**src/design/rrsp_pkg.sv**
```systemverilog
package rrsp_pkg;

  localparam int unsigned DIGEST_MAX_BYTES = 20;
  localparam logic [31:0] MAGIC_RESET = 32'h178e553c;

  localparam int unsigned LEN_W = 5;
  localparam int unsigned OUT_DATA_W = 80;

  localparam int unsigned Q_DEPTH = 2;
  localparam int unsigned Q_PTR_W = (Q_DEPTH > 1) ? $clog2(Q_DEPTH) : 1;
  localparam int unsigned Q_CNT_W = $clog2(Q_DEPTH + 1);

  localparam logic [1:0] KIND_COUNT  = 2'd0;
  localparam logic [1:0] KIND_DIGEST = 2'd1;
  localparam logic [1:0] KIND_REFCNT = 2'd2;
  localparam logic [1:0] KIND_ERROR  = 2'd3;

  typedef enum logic [6:0] {
    PH_MAGIC  = 7'b0000001,
    PH_COUNT  = 7'b0000010,
    PH_LEN    = 7'b0000100,
    PH_DIGEST = 7'b0001000,
    PH_REFCNT = 7'b0010000,
    PH_DONE   = 7'b0100000,
    PH_ERROR  = 7'b1000000
  } phase_t;

  typedef struct packed {
    logic [1:0]       kind;
    logic [32:0]      value;
    logic [LEN_W-1:0] dlen;
    logic [LEN_W-1:0] pos;
    logic [31:0]      entry;
    logic             last;
  } result_t;

endpackage

```
**src/design/refcount_record_stream_parser.sv**
```systemverilog
// Channel  Dir  tdata (low bit up)                               tuser          tlast
// in_      in   data_byte[7:0]                                   start_of_file  -
// out_     out  value[32:0] digest_length[37:33] byte_position   kind[1:0]      last_entry
//               [42:38] entry_number[74:43], zero pad [79:75]
// cfg_     in   cfg_wr_data = expected_magic, written when cfg_wr_en is high
//
// The parser takes one byte per cycle while in_tready is high and decides its result in that same cycle.
// A result is pushed into the result queue when its byte is accepted; out_tvalid comes from the queue's registers.
// The two-entry result queue sets the stall point: in_tready drops only while it is full.
// Reset is synchronous on rst_n low and restores the magic register to its default.
module refcount_record_stream_parser (
  input  logic        clk,
  input  logic        rst_n,
  input  logic        cfg_wr_en,
  input  logic [31:0] cfg_wr_data,
  input  logic        in_tvalid,
  output logic        in_tready,
  input  logic [7:0]  in_tdata,   // data_byte
  input  logic        in_tuser,   // start_of_file
  output logic        out_tvalid,
  input  logic        out_tready,
  output logic [rrsp_pkg::OUT_DATA_W-1:0] out_tdata, // value, digest_length,
                                                      // byte_position, entry_number
  output logic [1:0]  out_tuser,  // kind
  output logic        out_tlast   // last_entry
);

  logic              q_full;
  logic              push;
  logic              in_acc;
  rrsp_pkg::result_t res;
  rrsp_pkg::result_t head;

  assign in_tready = !q_full;
  assign in_acc    = in_tvalid && in_tready;

  rrsp_front u_front (
    .clk         (clk),
    .rst_n       (rst_n),
    .cfg_wr_en   (cfg_wr_en),
    .cfg_wr_data (cfg_wr_data),
    .in_acc      (in_acc),
    .in_byte     (in_tdata),
    .in_sof      (in_tuser),
    .push        (push),
    .res         (res)
  );

  rrsp_queue u_queue (
    .clk       (clk),
    .rst_n     (rst_n),
    .push      (push),
    .push_data (res),
    .full      (q_full),
    .pop_valid (out_tvalid),
    .pop_ready (out_tready),
    .pop_data  (head)
  );

  assign out_tdata = {5'b0, head.entry, head.pos, head.dlen, head.value};
  assign out_tuser = head.kind;
  assign out_tlast = head.last;

endmodule

```
**src/design/rrsp_front.sv**
```systemverilog
module rrsp_front (
  input  logic             clk,
  input  logic             rst_n,
  input  logic             cfg_wr_en,
  input  logic [31:0]      cfg_wr_data,
  input  logic             in_acc,
  input  logic [7:0]       in_byte,
  input  logic             in_sof,
  output logic             push,
  output rrsp_pkg::result_t res
);

  localparam logic [2:0] VIDX_SAT = 3'd5;

  logic [31:0]               magic_exp_r;
  rrsp_pkg::phase_t          phase_r, phase_nxt, phase_e;
  logic [31:0]               magic_r, magic_nxt, magic_e;
  logic [1:0]                hdr_r, hdr_nxt, hdr_e;
  logic [31:0]               acc_r, acc_nxt;
  logic [2:0]                vidx_r, vidx_nxt;
  logic                      neg_r, neg_nxt;
  logic [31:0]               remain_r, remain_nxt;
  logic [31:0]               entry_r, entry_nxt;
  logic [rrsp_pkg::LEN_W-1:0] len_r, len_nxt;
  logic [rrsp_pkg::LEN_W-1:0] seen_r, seen_nxt;

  logic [31:0] v_contrib, v_acc, v_res;
  logic [2:0]  v_idx;
  logic        v_neg, v_done;
  logic [rrsp_pkg::LEN_W-1:0] len_clamp;
  logic [rrsp_pkg::LEN_W:0]   seen_inc;

  always_ff @(posedge clk) begin
    if (!rst_n) begin
      magic_exp_r <= rrsp_pkg::MAGIC_RESET;
    end else if (cfg_wr_en) begin
      magic_exp_r <= cfg_wr_data;
    end
  end

  always_comb begin
    case (vidx_r)
      3'd1:    v_contrib = {19'b0, in_byte[6:0], 6'b0};
      3'd2:    v_contrib = {12'b0, in_byte[6:0], 13'b0};
      3'd3:    v_contrib = {5'b0, in_byte[6:0], 20'b0};
      3'd4:    v_contrib = {in_byte[4:0], 27'b0};
      default: v_contrib = '0;
    endcase
    if (vidx_r == 3'd0) begin
      v_neg = in_byte[0];
      v_acc = {26'b0, in_byte[6:1]};
      v_idx = 3'd1;
    end else begin
      v_neg = neg_r;
      v_acc = acc_r | v_contrib;
      v_idx = (vidx_r >= VIDX_SAT) ? VIDX_SAT : vidx_r + 3'd1;
    end
    v_done = !in_byte[7];
    v_res  = v_neg ? (32'd0 - v_acc) : v_acc;
  end

  assign len_clamp = (in_byte > 8'(rrsp_pkg::DIGEST_MAX_BYTES)) ?
                     rrsp_pkg::LEN_W'(rrsp_pkg::DIGEST_MAX_BYTES) :
                     in_byte[rrsp_pkg::LEN_W-1:0];
  assign seen_inc  = {1'b0, seen_r} + {{rrsp_pkg::LEN_W{1'b0}}, 1'b1};

  assign phase_e = in_sof ? rrsp_pkg::PH_MAGIC : phase_r;
  assign magic_e = in_sof ? 32'd0 : magic_r;
  assign hdr_e   = in_sof ? 2'd0 : hdr_r;

  always_comb begin
    phase_nxt  = phase_r;
    magic_nxt  = magic_r;
    hdr_nxt    = hdr_r;
    acc_nxt    = acc_r;
    vidx_nxt   = vidx_r;
    neg_nxt    = neg_r;
    remain_nxt = remain_r;
    entry_nxt  = entry_r;
    len_nxt    = len_r;
    seen_nxt   = seen_r;
    push       = 1'b0;
    res        = '0;
    if (in_acc) begin
      if (in_sof) begin
        phase_nxt  = rrsp_pkg::PH_MAGIC;
        magic_nxt  = '0;
        hdr_nxt    = '0;
        acc_nxt    = '0;
        vidx_nxt   = '0;
        neg_nxt    = 1'b0;
        remain_nxt = '0;
        entry_nxt  = '0;
        len_nxt    = '0;
        seen_nxt   = '0;
      end
      case (phase_e)
        rrsp_pkg::PH_MAGIC: begin
          magic_nxt = {magic_e[23:0], in_byte};
          hdr_nxt   = hdr_e + 2'd1;
          if (hdr_nxt == 2'd0) begin
            if (magic_nxt != magic_exp_r) begin
              phase_nxt = rrsp_pkg::PH_ERROR;
              push      = 1'b1;
              res.kind  = rrsp_pkg::KIND_ERROR;
              res.value = {1'b0, magic_nxt};
            end else begin
              phase_nxt = rrsp_pkg::PH_COUNT;
            end
          end
        end
        rrsp_pkg::PH_COUNT, rrsp_pkg::PH_REFCNT: begin
          if (v_done) begin
            acc_nxt  = '0;
            vidx_nxt = '0;
            neg_nxt  = 1'b0;
            push     = 1'b1;
            if (phase_e == rrsp_pkg::PH_COUNT) begin
              remain_nxt = v_res;
              entry_nxt  = '0;
              phase_nxt  = (v_res != 32'd0) ? rrsp_pkg::PH_LEN : rrsp_pkg::PH_DONE;
              res.kind   = rrsp_pkg::KIND_COUNT;
              res.value  = {1'b0, v_res};
            end else begin
              remain_nxt = remain_r - 32'd1;
              entry_nxt  = entry_r + 32'd1;
              phase_nxt  = (remain_nxt != 32'd0) ? rrsp_pkg::PH_LEN : rrsp_pkg::PH_DONE;
              res.kind   = rrsp_pkg::KIND_REFCNT;
              res.value  = {v_res[31], v_res};
              res.dlen   = len_r;
              res.entry  = entry_r;
              res.last   = (remain_r == 32'd1);
            end
          end else begin
            acc_nxt  = v_acc;
            vidx_nxt = v_idx;
            neg_nxt  = v_neg;
          end
        end
        rrsp_pkg::PH_LEN: begin
          len_nxt   = len_clamp;
          seen_nxt  = '0;
          phase_nxt = (len_clamp != '0) ? rrsp_pkg::PH_DIGEST : rrsp_pkg::PH_REFCNT;
        end
        rrsp_pkg::PH_DIGEST: begin
          push      = 1'b1;
          res.kind  = rrsp_pkg::KIND_DIGEST;
          res.value = {25'b0, in_byte};
          res.dlen  = len_r;
          res.pos   = seen_r;
          res.entry = entry_r;
          seen_nxt  = seen_inc[rrsp_pkg::LEN_W-1:0];
          if (seen_inc >= {1'b0, len_r}) begin
            phase_nxt = rrsp_pkg::PH_REFCNT;
          end
        end
        default: begin
        end
      endcase
    end
  end

  always_ff @(posedge clk) begin
    if (!rst_n) begin
      phase_r  <= rrsp_pkg::PH_MAGIC;
      magic_r  <= '0;
      hdr_r    <= '0;
      acc_r    <= '0;
      vidx_r   <= '0;
      neg_r    <= 1'b0;
      remain_r <= '0;
      entry_r  <= '0;
      len_r    <= '0;
      seen_r   <= '0;
    end else begin
      phase_r  <= phase_nxt;
      magic_r  <= magic_nxt;
      hdr_r    <= hdr_nxt;
      acc_r    <= acc_nxt;
      vidx_r   <= vidx_nxt;
      neg_r    <= neg_nxt;
      remain_r <= remain_nxt;
      entry_r  <= entry_nxt;
      len_r    <= len_nxt;
      seen_r   <= seen_nxt;
    end
  end

endmodule

```
**src/design/rrsp_queue.sv**
```systemverilog
module rrsp_queue (
  input  logic              clk,
  input  logic              rst_n,
  input  logic              push,
  input  rrsp_pkg::result_t push_data,
  output logic              full,
  output logic              pop_valid,
  input  logic              pop_ready,
  output rrsp_pkg::result_t pop_data
);

  localparam logic [rrsp_pkg::Q_PTR_W-1:0] PTR_LAST =
    rrsp_pkg::Q_PTR_W'(rrsp_pkg::Q_DEPTH - 1);
  localparam logic [rrsp_pkg::Q_PTR_W-1:0] PTR_ONE =
    rrsp_pkg::Q_PTR_W'(1);
  localparam logic [rrsp_pkg::Q_CNT_W-1:0] CNT_FULL =
    rrsp_pkg::Q_CNT_W'(rrsp_pkg::Q_DEPTH);
  localparam logic [rrsp_pkg::Q_CNT_W-1:0] CNT_ONE =
    rrsp_pkg::Q_CNT_W'(1);

  rrsp_pkg::result_t             slot_r [rrsp_pkg::Q_DEPTH];
  logic [rrsp_pkg::Q_PTR_W-1:0] wr_ptr_r, wr_ptr_nxt;
  logic [rrsp_pkg::Q_PTR_W-1:0] rd_ptr_r, rd_ptr_nxt;
  logic [rrsp_pkg::Q_CNT_W-1:0] cnt_r, cnt_nxt;
  logic                          do_push, do_pop;

  assign full      = (cnt_r == CNT_FULL);
  assign pop_valid = (cnt_r != '0);
  assign pop_data  = slot_r[rd_ptr_r];
  assign do_push   = push && !full;
  assign do_pop    = pop_valid && pop_ready;

  always_comb begin
    wr_ptr_nxt = wr_ptr_r;
    rd_ptr_nxt = rd_ptr_r;
    cnt_nxt    = cnt_r;
    if (do_push) begin
      wr_ptr_nxt = (wr_ptr_r == PTR_LAST) ? '0 : wr_ptr_r + PTR_ONE;
    end
    if (do_pop) begin
      rd_ptr_nxt = (rd_ptr_r == PTR_LAST) ? '0 : rd_ptr_r + PTR_ONE;
    end
    if (do_push && !do_pop) begin
      cnt_nxt = cnt_r + CNT_ONE;
    end else if (!do_push && do_pop) begin
      cnt_nxt = cnt_r - CNT_ONE;
    end
  end

  always_ff @(posedge clk) begin
    if (do_push) begin
      slot_r[wr_ptr_r] <= push_data;
    end
  end

  always_ff @(posedge clk) begin
    if (!rst_n) begin
      wr_ptr_r <= '0;
      rd_ptr_r <= '0;
      cnt_r    <= '0;
    end else begin
      wr_ptr_r <= wr_ptr_nxt;
      rd_ptr_r <= rd_ptr_nxt;
      cnt_r    <= cnt_nxt;
    end
  end

endmodule

```
**config.mk**
```make
export PLATFORM = sky130hd
export DESIGN_NAME = refcount_record_stream_parser
export DESIGN_NICKNAME = d
export VERILOG_FILES = /design/src/design/rrsp_pkg.sv /design/src/design/refcount_record_stream_parser.sv /design/src/design/rrsp_front.sv /design/src/design/rrsp_queue.sv
export SDC_FILE = /design/constraint.sdc
export NUM_CORES = 1
export LEC_CHECK = 0
export ABC_AREA = 0
export ABC_CLOCK_PERIOD_IN_PS = 17870
export BUFFER_PORTS_ARGS = -buffer_cell sky130_fd_sc_hd__buf_4
export CAP_MARGIN = 25
export CORE_AREA = 2 2 198 200
export DETAILED_ROUTE_END_ITERATION = 10
export DIE_AREA = 0 0 200 202
export GPL_TIMING_DRIVEN = 0
export PLACE_DENSITY = 0.61
export SYNTH_ARGS = -nofsm -noshare
export SYNTH_HDL_FRONTEND = slang
export SYNTH_SLANG_ARGS = --single-unit
```
**constraint.sdc**
```tcl
create_clock -name clk -period 17.87 [get_ports clk]
set_input_delay 1.787 -clock clk [delete_from_list [all_inputs] [get_ports clk]]
set_output_delay 1.787 -clock clk [all_outputs]
set_load 0.05 [all_outputs]
```
==> results of run 1 <==
-- cell usage after synthesis, types with 39 or more instances --
library cell / count
xnor2_1: 47
dfxtp_1: 180
nor3_1: 59
clkbuf_1: 95
o21ai_0: 78
nand2_1: 159
and2_1: 44
mux2_2: 79
edfxtp_1: 156
nand3_1: 39
mux2i_1: 41
nor2_1: 220
a21oi_1: 152
-- flip-flops by register name, indices dropped and copies added, names as in the netlist, 3 cells and up, named ones only --
| register | flops |
|---|---|
| u_front.vidx_r | 3 |
| u_front.entry_r | 32 |
| u_front.len_r | 5 |
| u_front.phase_r | 7 |
| u_front.magic_r | 24 |
| u_front.magic_exp_r | 32 |
| u_front.remain_r | 32 |
| u_front.acc_r | 32 |
| u_front.seen_r | 5 |
| u_queue.slot_r | 156 |
-- logic make-up after synthesis --
group           count (synthesis)  synth area share
simple gates                  699             0.205
compound gates                399             0.145
flops                         336             0.488
buf+inv                       143            0.0343
mux                           123            0.0790
xor+xnor                       69            0.0355
fa+ha+maj                      18            0.0132
other cells                     1          0.000221
-- layer usage --
metal	routed length, um	part of all wire	global-route usage	up-vias
li1	-	-	-	6847
met3	4360	0.083	0.0529	85
met1	23200	0.44	0.365	6964
met2	23500	0.45	0.402	563
met4	1490	0.028	0.0765	0
met5	0	0	0	-
-- power breakdown --
| group | leakage [nW] | switching [W] | internal (W) |
|---|---|---|---|
| Combinational | 3.71 | 0.000134 | 0.0000626 |
| Sequential | 3.03 | 0.00000852 | 0.000805 |
| Clock | 0.592 | 0.000323 | 0.000459 |
| Total | 7.33 | 0.000466 | 0.00133 |
-- worst min-delay path by stage --
stage | to | startpoint
floorplan | u_front.acc_r[31]$_SDFFE_PN0P_ | u_front.acc_r[31]$_SDFFE_PN0P_
global placement | u_front.hdr_r[1]$_SDFFE_PN0P_ | u_front.hdr_r[1]$_SDFFE_PN0P_
detailed placement | u_front.acc_r[27]$_SDFFE_PN0P_ | u_front.acc_r[27]$_SDFFE_PN0P_
CTS | u_front.acc_r[27]$_SDFFE_PN0P_ | u_front.acc_r[27]$_SDFFE_PN0P_
global route | u_front.acc_r[26]$_SDFFE_PN0P_ | u_front.acc_r[26]$_SDFFE_PN0P_
finish | u_front.acc_r[21]$_SDFFE_PN0P_ | u_front.acc_r[21]$_SDFFE_PN0P_
-- critical path, stage by stage --
cell and delay, ns:
buf_4 0.09, clkbuf_1 0.41, clkbuf_1 0.57, clkbuf_1 0.55, clkbuf_1 0.49, clkbuf_1 0.46, nor2b_1 0.10, ha_1 0.24
nor3b_1 0.18, or2_2 0.32, clkbuf_1 0.21, o21bai_1 0.43, inv_1 0.12, ha_1 0.34, or3_1 0.37, a21oi_1 0.14
-- per-stage QoR --
step | total power [W] | cell area, um2
floorplan | 0.000957 | 17000
global placement | 0.00102 | 18600
detailed placement | 0.00102 | 18700
CTS | 0.00180 | 19900
global route | 0.00185 | 19900
finish | 0.00179 | 19900
-- final cells by class --
cell class	instances	area [um2]	share of cell area
inverters	22	82.6	0.00415
clock buffers	50	1050	0.0525
well taps	518	648	0.0325
repair buffers	126	995	0.0499
flip-flops and latches	336	8290	0.416
plain buffers	121	500	0.0251
multi-input cells	1313	8150	0.409
clock inverters	19	201	0.0101
==> impl_results.md, run 1 <==
* Status: finished clean
* Lkg Pwr at 7.33 nW
* Overflow left after global routing at 0
* Setup Fix Bufs, Post-CTS at 0
* Final cell count without fillers at 2505
* WL per Instance at 21.0 um
* Critical Path Source Type: input pin
* Avg Inst Size Synth at roughly 9.5 um2
* Post-CTS Hold Fix Bufs at 0
* Critical Path Sink Type: register
* Hold Path Class: reg -> reg
* Area grow syn2layout at 17.1%
* Ys Warns at 0
* Final setup vio count at 0
* Port buffer count at 121
* Pin count of the biggest net entering global routing at 63
* Fin Clk Skew at 0.0169 ns
* Via density at 5.77
* CTS Buf Count at 38
* Crit path from: in_tuser
* Critical path capture point: u_queue.cnt_r[1]$_SDFFE_PN0P_
* Crit path time final at around 6.4 ns
* CTS tree: yes
* Hold depth at 2
* Area leader, netlist: edfxtp_1
* Worst reg2reg setup slack at ~13 ns
* Die Height at between 200 and 250 um
* RSZ-0062 raised after global routing: no
* FF-to-FF path depth at 17
* Htree depth at 2
* Worst vdd ir at 0.0680 mV
* Total number of vias at 14.5k
* Fin Hold WS at 0.452 ns
* PostCTS Resize Cnt at 0
* Clock sinks at ~340
* Ys flop type: dfxtp_1
* Total of max-cap violations at 0
* Die area at 40400 um2
* Yosys reg bits at between 300 and 400
* Worst-Margin Slew at 1.05 ns
* Worst skew pair latency at 0.54 ns
* Seq/Total Area, Yosys at 0.488
* Commonest non-fill, non-tap cell in the layout: nor2_1
* Post-synth ARST share at 0
* Peak Freq at ~0.16 GHz
* Layout Utilization at 0.520
* Post-synthesis cell type count at ~80
* DRC Markers at 0
* ANT cells at 0
* Slew Limit Fails at 0
* Synth area leaders: edfxtp_1 (28%), dfxtp_1 (21%), mux2_2 (5.2%), nor2_1 (4.9%), a21oi_1 (4.5%)
* CP max FO at 10
* HPWL Detailed at about 38 mm
* Final worst setup slack at 11.51 ns
* Rows at between 70 and 80
* Share of post-route cells with drive strength above 1 at 0.155
* Initial antenna violation count at 1
* CTS clock-pin slew for the worst setup and hold paths at 0.06 ns
* Data arrival time of the worst path at roughly 6.8 ns
* Slew headroom at 0.303
* Vias in the first global route at 13.5k
* Initial DRC Count at approximately 1.3k
* Yosys top cell area share at 0.276
* Synth Cell Area at 17000 um2
* # IOs at around 130
* EDFF count, synth at between 150 and 200
* Cells after synthesis at approximately 1.8k
* GP Congestion at 0.932
* Worst R2R Start: u_front.vidx_r[1]$_SDFFE_PN0P_
* Power Density at between 80 and 90 nW/um2
* R2R Path End: u_front.phase_r[2]$_SDFFE_PN0P_
* First-pass GRT wire length at about 80 mm
* DR pass1 iterations at 5
* Clock Tree Buf Depth at 3
* Final Hold Fails at 0
* Commonest non-fill, non-tap cells in the layout: nor2_1 (219), dfxtp_1 (180), nand2_1 (159)
* DRT antenna net count at 0
* Critical path class: in -> reg
* Req. time, crit path at 18.33 ns
* Core ar. at 38300 um2
* Post-placement cell count at 2435
* GRT Overall Usage at 0.259
* Root Buffer: clkbuf_16
* Fill cells at 3490
* Placement Setup Slack at 11.13 ns
* Fin crit share at 0.356
* Routed wire length at 52.5 mm
* Starting Density at 0.444
* Die width at 200 um
* Nets@finish at approximately 2.0k
* Setup TNS at 0 ns
Note: power is estimated with default switching activity, not from simulation.
==> run 2, diff against run 1 <==
--- a/config.mk
+++ b/config.mk
@@ -5,13 +5,13 @@
 export SDC_FILE = /design/constraint.sdc
 export NUM_CORES = 1
 export LEC_CHECK = 0
-export ABC_AREA = 0
-export ABC_CLOCK_PERIOD_IN_PS = 17870
+export ABC_AREA = 1
+export ABC_CLOCK_PERIOD_IN_PS = 6200
 export BUFFER_PORTS_ARGS = -buffer_cell sky130_fd_sc_hd__buf_4
 export CAP_MARGIN = 25
-export CORE_AREA = 2 2 198 200
+export CORE_AREA = 2 2 203 205
 export DETAILED_ROUTE_END_ITERATION = 10
-export DIE_AREA = 0 0 200 202
+export DIE_AREA = 0 0 205 207
 export GPL_TIMING_DRIVEN = 0
 export PLACE_DENSITY = 0.61
 export SYNTH_ARGS = -nofsm -noshare
==> constraint.sdc (replaced) <==
create_clock -name clk -period 6.2 [get_ports clk]
set_input_delay 0.62 -clock clk [delete_from_list [all_inputs] [get_ports clk]]
set_output_delay 0.62 -clock clk [all_outputs]
set_load 0.05 [all_outputs]
==> run 2 against run 1 <==
Net effect: the flow now finishes with violations (design-rule violations); combinational power grew to 9.3 times the previous value; register-to-register slack worse by 10 ns; clock power grew to 2.9 times the previous value; wire length increased by 16%; clock skew about the same; die area is 5.0% higher; core utilization is 0.46 points lower; via count rose by 13%; global-route usage up 2.6 points; sequential share of layout area fell by 1.8 points; sequential cell count stayed put; clock-buffer cell count increased by 2.
==> impl_results.md, run 2 <==
* Port buffer count at 122 (was 121)
* RSZ-0062 raised after global routing: no (unchanged)
* Clock sinks at 336 (unchanged)
* Yosys top cell area share at 0.262 (was 0.276)
* Critical Path Sink Type: register (unchanged)
* Starting Density at 0.443 (was 0.444)
* Overflow left after global routing at 0 (unchanged)
* Avg Inst Size Synth at 8.16 um2 (was 9.51 um2)
* Rows at 74 (was 72)
* Ys Warns at 0 (unchanged)
* Req. time, crit path at 6.46 ns (was 18.33 ns)
* Nets@finish at 2426 (was 2022)
* Routed wire length at 61.2 mm (was 52.5 mm)
* Lkg Pwr at 8.75 nW (was 7.33 nW)
* Top Family by Delay on Critical Path: simple AND/OR/NAND/NOR gates (was buffers and inverters)
* Slew Limit Fails at 0 (unchanged)
* Worst vdd ir at 0.208 mV (was 0.0680 mV)
* Total of max-cap violations at 0 (unchanged)
* Yosys reg bits at 336 (unchanged)
* Root Buffer: clkbuf_16 (unchanged)
* Seq/Total Area, Yosys at 0.463 (was 0.488)
* Crit path time final at 3.81 ns
* Die Height at 207 um (was 202 um)
* Crit-path max cell delay at 0.64 ns (was 0.57 ns)
* CP max FO at 32 (was 10)
* Commonest non-fill, non-tap cell in the layout: nand2_1 (was nor2_1)
* Synth area leaders: edfxtp_1 (26%), dfxtp_1 (20%), nand2_1 (10%), mux2_2 (4.9%), inv_1 (4.7%) (was edfxtp_1 (28%), dfxtp_1 (21%), mux2_2 (5.2%), nor2_1 (4.9%), a21oi_1 (4.5%))
* Fin area at 20800 um2 (was 19900 um2)
* Top post-synthesis cells by count: nand2_1 (490), inv_1 (222), nor2_1 (193) (was nor2_1 (220), dfxtp_1 (180), nand2_1 (159))
* Die width at 205 um (was 200 um)
* Final setup vio count at 0 (unchanged)
* Ys flop type: dfxtp_1 (unchanged)
* Core ar. at 40400 um2 (was 38300 um2)
* Max FFs per register at 156 (unchanged)
* Area grow syn2layout at 16.3% (was 17.1%)
* CTS tree: yes (unchanged)
* Initial DRC Count at 1497 (was 1279)
* Clock Tree Buf Depth at 3 (unchanged)
* Post-synthesis cell type count at 57 (was 81)
* Cells after synthesis at 2192 (was 1788)
* Die area at 42400 um2 (was 40400 um2)
* Share of post-route cells with drive strength above 1 at 0.151 (was 0.155)
* Post-CTS Hold Fix Bufs at 0 (unchanged)
* Critical path's slowest cell: nor2_4 (was clkbuf_1)
* Placed cell area at 19600 um2 (was 18700 um2)
* Data arrival time of the worst path at 4.07 ns (was 6.82 ns)
* EDFF count, synth at 156 (unchanged)
* Setup Fix Bufs, Post-CTS at 0 (unchanged)
* WL per Instance at 20.9 um (was 21.0 um)
* Fin Clk Skew at 0.0170 ns (was 0.0169 ns)
* Setup TNS at 0 ns (unchanged)
* CTS Buf Count at 39 (was 38)
* First-pass GRT wire length at 92.1 mm (was 79.7 mm)
* Worst skew pair latency at 0.58 ns (was 0.54 ns)
* Fin crit share at 0.614
* # IOs at 131 (unchanged)
* Initial antenna violation count at 0 (was 1)
* Post-synth ARST share at 0 (unchanged)
* Via density at 5.59 (was 5.77)
* Slew headroom at 0.293 (was 0.303)
* Worst-Margin Slew at 1.06 ns (was 1.05 ns)
* Worst path bufs/invs at 5 (was 8)
* Top cell by count, worst path: nand2_1 (was clkbuf_1)
* Commonest non-fill, non-tap cells in the layout: nand2_1 (490), inv_1 (221), nor2_1 (192) (was nor2_1 (219), dfxtp_1 (180), nand2_1 (159))
* Critical Path Source Type: register (was input pin)
* Final Hold Fails at 0 (unchanged)
* Violated checks: design-rule violations
* CP cell instances: inv_1 > nand3_1 > nand2_1 > nand4_1 > nand2_1 > inv_2 > nor2_2 > buf_2 > clkinv_1 > nand2_1 > nand2_1 > nor2_4 > buf_12 (was buf_4 > clkbuf_1 > clkbuf_1 > clkbuf_1 > clkbuf_1 > clkbuf_1 > nor2b_1 > ha_1 > nor3b_1 > or2_2 > clkbuf_1 > o21bai_1 > inv_1 > ha_1 > or3_1 > a21oi_1)
* Top reg by flops: u_queue.slot_r (unchanged)
* Synth Cell Area at 17900 um2 (was 17000 um2)
* Area leader, netlist: edfxtp_1 (unchanged)
* GP Congestion at 0.963 (was 0.932)
* CTS clock-pin slew for the worst setup and hold paths at 0.06 ns (about the same)
* HPWL Detailed at 46.2 mm (was 38.2 mm)
* Power Density at 315 nW/um2 (was 90.0 nW/um2)
* DRT antenna net count at 0 (unchanged)
* DR pass1 iterations at 10 (was 5)
* GRT Overall Usage at 0.285 (was 0.259)
* Critical path class: reg -> reg (was in -> reg)
* Count leader, synth: nand2_1 (was nor2_1)
* Power, Total at 0.00656 W (was 0.00179 W)
* Status: finished with violations (was finished clean)
* Peak Freq at approximately 0.26 GHz
* Hold Path Class: in -> reg (was reg -> reg)
* Pin count of the biggest net entering global routing at 58 (was 63)
* Htree depth at 2 (unchanged)
* Vias in the first global route at 15.5k (was 13.5k)
* DRC Markers at 2 (was 0)
* Total number of vias at 16.3k (was 14.5k)
* PostCTS Resize Cnt at 0 (unchanged)
run 2: cell count changes in the layout (fill, tap and decap cells not counted), sizes merged, moves of 18 or more:
cell	before	now
a221oi	5	25
a22oi	29	7
a31oi	28	7
and2	45	0
and3	24	2
clkbuf	145	122
inv	23	235
mux2i	42	0
nand2	159	518
nand2b	18	0
nand3	39	134
o211ai	5	45
xnor2	47	6
xor2	22	52
run 2: power by group:
part,internal (W),switching [W]
clock network,0.00131,0.000967
registers,0.00239,0.0000558
logic,0.000546,0.00129
run 2: cell type report:
class / instances / area, um2
timing repair buffer: 125 / 983
buffer: 114 / 542
tap: 532 / 666
clock inverter: 19 / 210
fill: 3934 / 19600
sequential: 336 / 8290
multi-input combinational: 1508 / 8190
inverter: 238 / 897
antenna: 1 / 2.50
clock buffer: 52 / 1030
run 2: worst reg2reg max path, delay by kind of cell (launching register included):
kind          cells  cell delay (ns)
flops             1             0.31
simple gates      8             2.02
buf+inv           5             1.14
run 2: per-layer routing:
layer / GRT usage / up-vias / part of all wire
li1: - / 7746 / -
met4: 0.127 / 0 / 0.048
met2: 0.438 / 704 / 0.44
met1: 0.392 / 7739 / 0.43
met5: 0 / - / 0
met3: 0.0481 / 148 / 0.079
run 2: logic make-up after synthesis:
family / count (synthesis) / share of synthesized area
XOR/XNOR: 58 / 0.0284
buffers and inverters: 352 / 0.0803
flip-flops: 336 / 0.463
multiplexers: 78 / 0.0491
other: 1 / 0.000210
AO/OA/AOI/OAI: 380 / 0.131
adder cells (fa/ha/maj): 18 / 0.0126
AND/OR/NAND/NOR: 969 / 0.235
run 2: per-stage QoR:
stage / instances / worst slack, ns / utilization / hold slack, ns
after floorplan: 2196 / 0.401 / - / 0.430
after global placement: 2850 / -2.47 / 0.483 / 0.445
after detailed placement: 2853 / 1.96 / 0.485 / 0.449
after CTS: 2924 / 2.51 / 0.515 / 0.251
after global routing: 2924 / 2.28 / 0.515 / 0.264
final: 2925 / 2.39 / 0.516 / 0.263
run 2: path summary, 6_finish.rpt:
| kind | startpoint | end | slack, ns | depth (start not counted) |
|---|---|---|---|---|
| min reg2reg | u_front.acc_r[11]$_SDFFE_PN0P_ | u_front.acc_r[11]$_SDFFE_PN0P_ | 0.46 | 2 |
| max reg2reg | u_front.phase_r[4]$_SDFFE_PN0P_ | u_queue.slot_r[0][10]$_DFFE_PP_ | 2.39 | 13 |
| max | u_front.phase_r[4]$_SDFFE_PN0P_ | u_queue.slot_r[0][10]$_DFFE_PP_ | 2.39 | 13 |
| min | cfg_wr_data[2] | u_front.magic_exp_r[2]$_SDFFE_PN1P_ | 0.26 | 3 |
==> run 3, diff against run 2 <==
--- a/config.mk
+++ b/config.mk
@@ -6,7 +6,7 @@
 export NUM_CORES = 1
 export LEC_CHECK = 0
 export ABC_AREA = 1
-export ABC_CLOCK_PERIOD_IN_PS = 6200
+export ABC_CLOCK_PERIOD_IN_PS = 4000
 export BUFFER_PORTS_ARGS = -buffer_cell sky130_fd_sc_hd__buf_4
 export CAP_MARGIN = 25
 export CORE_AREA = 2 2 203 205
==> constraint.sdc (replaced) <==
create_clock -name clk -period 4 [get_ports clk]
set_input_delay 0.4 -clock clk [delete_from_list [all_inputs] [get_ports clk]]
set_output_delay 0.4 -clock clk [all_outputs]
set_load 0.05 [all_outputs]
==> run 3 against run 2 <==
Net effect: the flow now finishes without violations; sequential power up 55%; clock skew increased by 0.0068 ns; power increased by 57%; via count grew 1.1%; critical path type unchanged; critical endpoint is now u_queue.slot_r[1][13]$_DFFE_PP_; highest routed layer unchanged.
==> impl_results.md, run 3 (synthesized netlist as in run 2, its figures left out) <==
* # IOs at 131 (unchanged)
* Rows at 74 (unchanged)
* PostCTS Resize Cnt at 0 (unchanged)
* Share of post-route cells with drive strength above 1 at 0.154 (was 0.151)
* WL per Instance at 20.9 um (about the same)
* CP cell instances: inv_1 > nand3_1 > nand2_1 > nand4_1 > nand2_1 > inv_2 > nor2_2 > buf_2 > clkinv_1 > nand2_1 > nand2_1 > inv_1 > nand2_1 > inv_4 > buf_16 (was inv_1 > nand3_1 > nand2_1 > nand4_1 > nand2_1 > inv_2 > nor2_2 > buf_2 > clkinv_1 > nand2_1 > nand2_1 > nor2_4 > buf_12)
* Clock sinks at 336 (unchanged)
* Overflow left after global routing at 0 (unchanged)
* Clock Tree Buf Depth at 3 (unchanged)
* Setup Fix Bufs, Post-CTS at 0 (unchanged)
* Final setup vio count at 0 (unchanged)
* Critical path class: reg -> reg (unchanged)
* DRC Markers at 0 (was 2)
* Max FFs per register at 156 (unchanged)
* Routed wire length at 61.2 mm (about the same)
* Port buffer count at 122 (unchanged)
* Initial DRC Count at 1562 (was 1497)
* RSZ-0062 raised after global routing: no (unchanged)
* Commonest non-fill, non-tap cell in the layout: nand2_1 (unchanged)
* Fill cells at 3915 (was 3934)
* CTS Buf Count at 38 (was 39)
* Worst vdd ir at 0.346 mV (was 0.208 mV)
* Worst skew pair latency at 0.57 ns (was 0.58 ns)
* FF+latch area at 8290 um2 (unchanged)
* Die width at 205 um (unchanged)
* Status: finished clean (was finished with violations)
* Final Hold Fails at 0 (unchanged)
* Commonest non-fill, non-tap cells in the layout: nand2_1 (490), inv_1 (221), nor2_1 (192) (unchanged)
* Peak Freq at 0.268 GHz (was 0.263 GHz)
* Hold Path Class: in -> reg (unchanged)
* Top reg by flops: u_queue.slot_r (unchanged)
* First-pass GRT wire length at 92.8 mm (was 92.1 mm)
* Fin crit share at 0.934 (was 0.614)
* Die Height at 207 um (unchanged)
* Worst path bufs/invs at 7 (was 5)
* Layout Utilization at 0.517 (was 0.516)
* Starting Density at 0.443 (unchanged)
* Initial antenna violation count at 0 (unchanged)
* Placed cell area at 19600 um2 (unchanged)
* Fin Clk Skew at 0.0238 ns (was 0.0170 ns)
* HPWL Detailed at 46.5 mm (was 46.2 mm)
* Total number of vias at 16.5k (was 16.3k)
* Via density at 5.65 (was 5.59)
* Lkg Pwr at 8.78 nW (was 8.75 nW)
* Critical Path Source Type: register (unchanged)
* Root Buffer: clkbuf_16 (unchanged)
* CTS clock-pin slew for the worst setup and hold paths at 0.07 ns (was 0.06 ns)
* Total of max-cap violations at 0 (unchanged)
* Critical path's slowest cell: clkinv_1 (was nor2_4)
* Nets@finish at 2425 (was 2426)
* Core ar. at 40400 um2 (unchanged)
* Data arrival time of the worst path at 3.97 ns (was 4.07 ns)
* DRT antenna net count at 0 (unchanged)
* Crit path time final at 3.74 ns (was 3.81 ns)
* Req. time, crit path at 4.23 ns (was 6.46 ns)
* Post-placement cell count at 2853 (unchanged)
* CTS tree: yes (unchanged)
* Multi-input logic area at 8190 um2 (unchanged)
* Crit-path max cell delay at 0.37 ns (was 0.64 ns)
* Area grow syn2layout at 16.8% (was 16.3%)
* Slew Limit Fails at 0 (unchanged)
* Setup TNS at 0 ns (unchanged)
* DR pass1 iterations at 6 (was 10)
* Worst-Margin Slew at 1.00 ns (was 1.06 ns)
* ANT cells at 0 (was 1)
* Fin area at 20900 um2 (was 20800 um2)
* Htree depth at 2 (unchanged)
* Top Family by Delay on Critical Path: buffers and inverters (was simple AND/OR/NAND/NOR gates)
* Post-CTS Hold Fix Bufs at 0 (unchanged)
* GRT Overall Usage at 0.286 (was 0.285)
* Power Density at 495 nW/um2 (was 315 nW/um2)
* CP max FO at 53 (was 32)
* Vias in the first global route at 15.9k (was 15.5k)
* Top cell by count, worst path: nand2_1 (unchanged)
* Critical Path Sink Type: register (unchanged)
* Final cell count without fillers at 2921 (was 2925)
* Pin count of the biggest net entering global routing at 54 (was 58)
* Die area at 42400 um2 (unchanged)
* GP Congestion at 1.06 (was 0.963)
* Fin Hold WS at 0.0307 ns (was 0.263 ns)
* Slew headroom at 0.328 (was 0.293)
-- run 3: layout make-up --
| type | instances | area share |
|---|---|---|
| sequential | 336 | 0.397 |
| multi-input combinational | 1508 | 0.392 |
| clock buffer | 45 | 0.0477 |
| timing repair buffer | 125 | 0.0471 |
| inverter | 238 | 0.0429 |
| tap | 532 | 0.0319 |
| buffer | 114 | 0.0259 |
| clock inverter | 23 | 0.0156 |
-- run 3: power by group --
group	internal, W	switching [W]
clock network	0.00220	0.00149
registers	0.00370	0.0000904
logic	0.000847	0.00201
-- run 3: tightest hold or removal path, delay by kind of cell --
kind,cells,cell delay [ns]
simple gates,2,0.10
buf+inv,1,0.08
-- run 3: layer usage --
metal  routed length [um]  global-route usage
met1                26000               0.388
met2                27300               0.446
met3                 4920              0.0423
met4                 3020               0.138
met5                    0                   0
-- run 3: final timing paths --
path / startpoint / end / slack [ns] / cells after the start
hold reg to reg: u_front.acc_r[7]$_SDFFE_PN0P_ / u_front.acc_r[7]$_SDFFE_PN0P_ / 0.46 / 2
hold / removal: cfg_wr_data[8] / u_front.magic_exp_r[8]$_SDFFE_PN1P_ / 0.03 / 3
setup / recovery: u_front.phase_r[4]$_SDFFE_PN0P_ / u_queue.slot_r[1][13]$_DFFE_PP_ / 0.26 / 15
setup reg to reg: u_front.phase_r[4]$_SDFFE_PN0P_ / u_queue.slot_r[1][13]$_DFFE_PP_ / 0.26 / 15
-- run 3: through the flow --
stage          setup WS (ns)  power (W)
2_1_floorplan         0.0637    0.00581
4_1_cts                0.396     0.0104
3_3_place_gp           -1.70    0.00667
5_1_grt               0.0258     0.0107
6_report               0.262     0.0103
3_5_place_dp          0.0955    0.00667
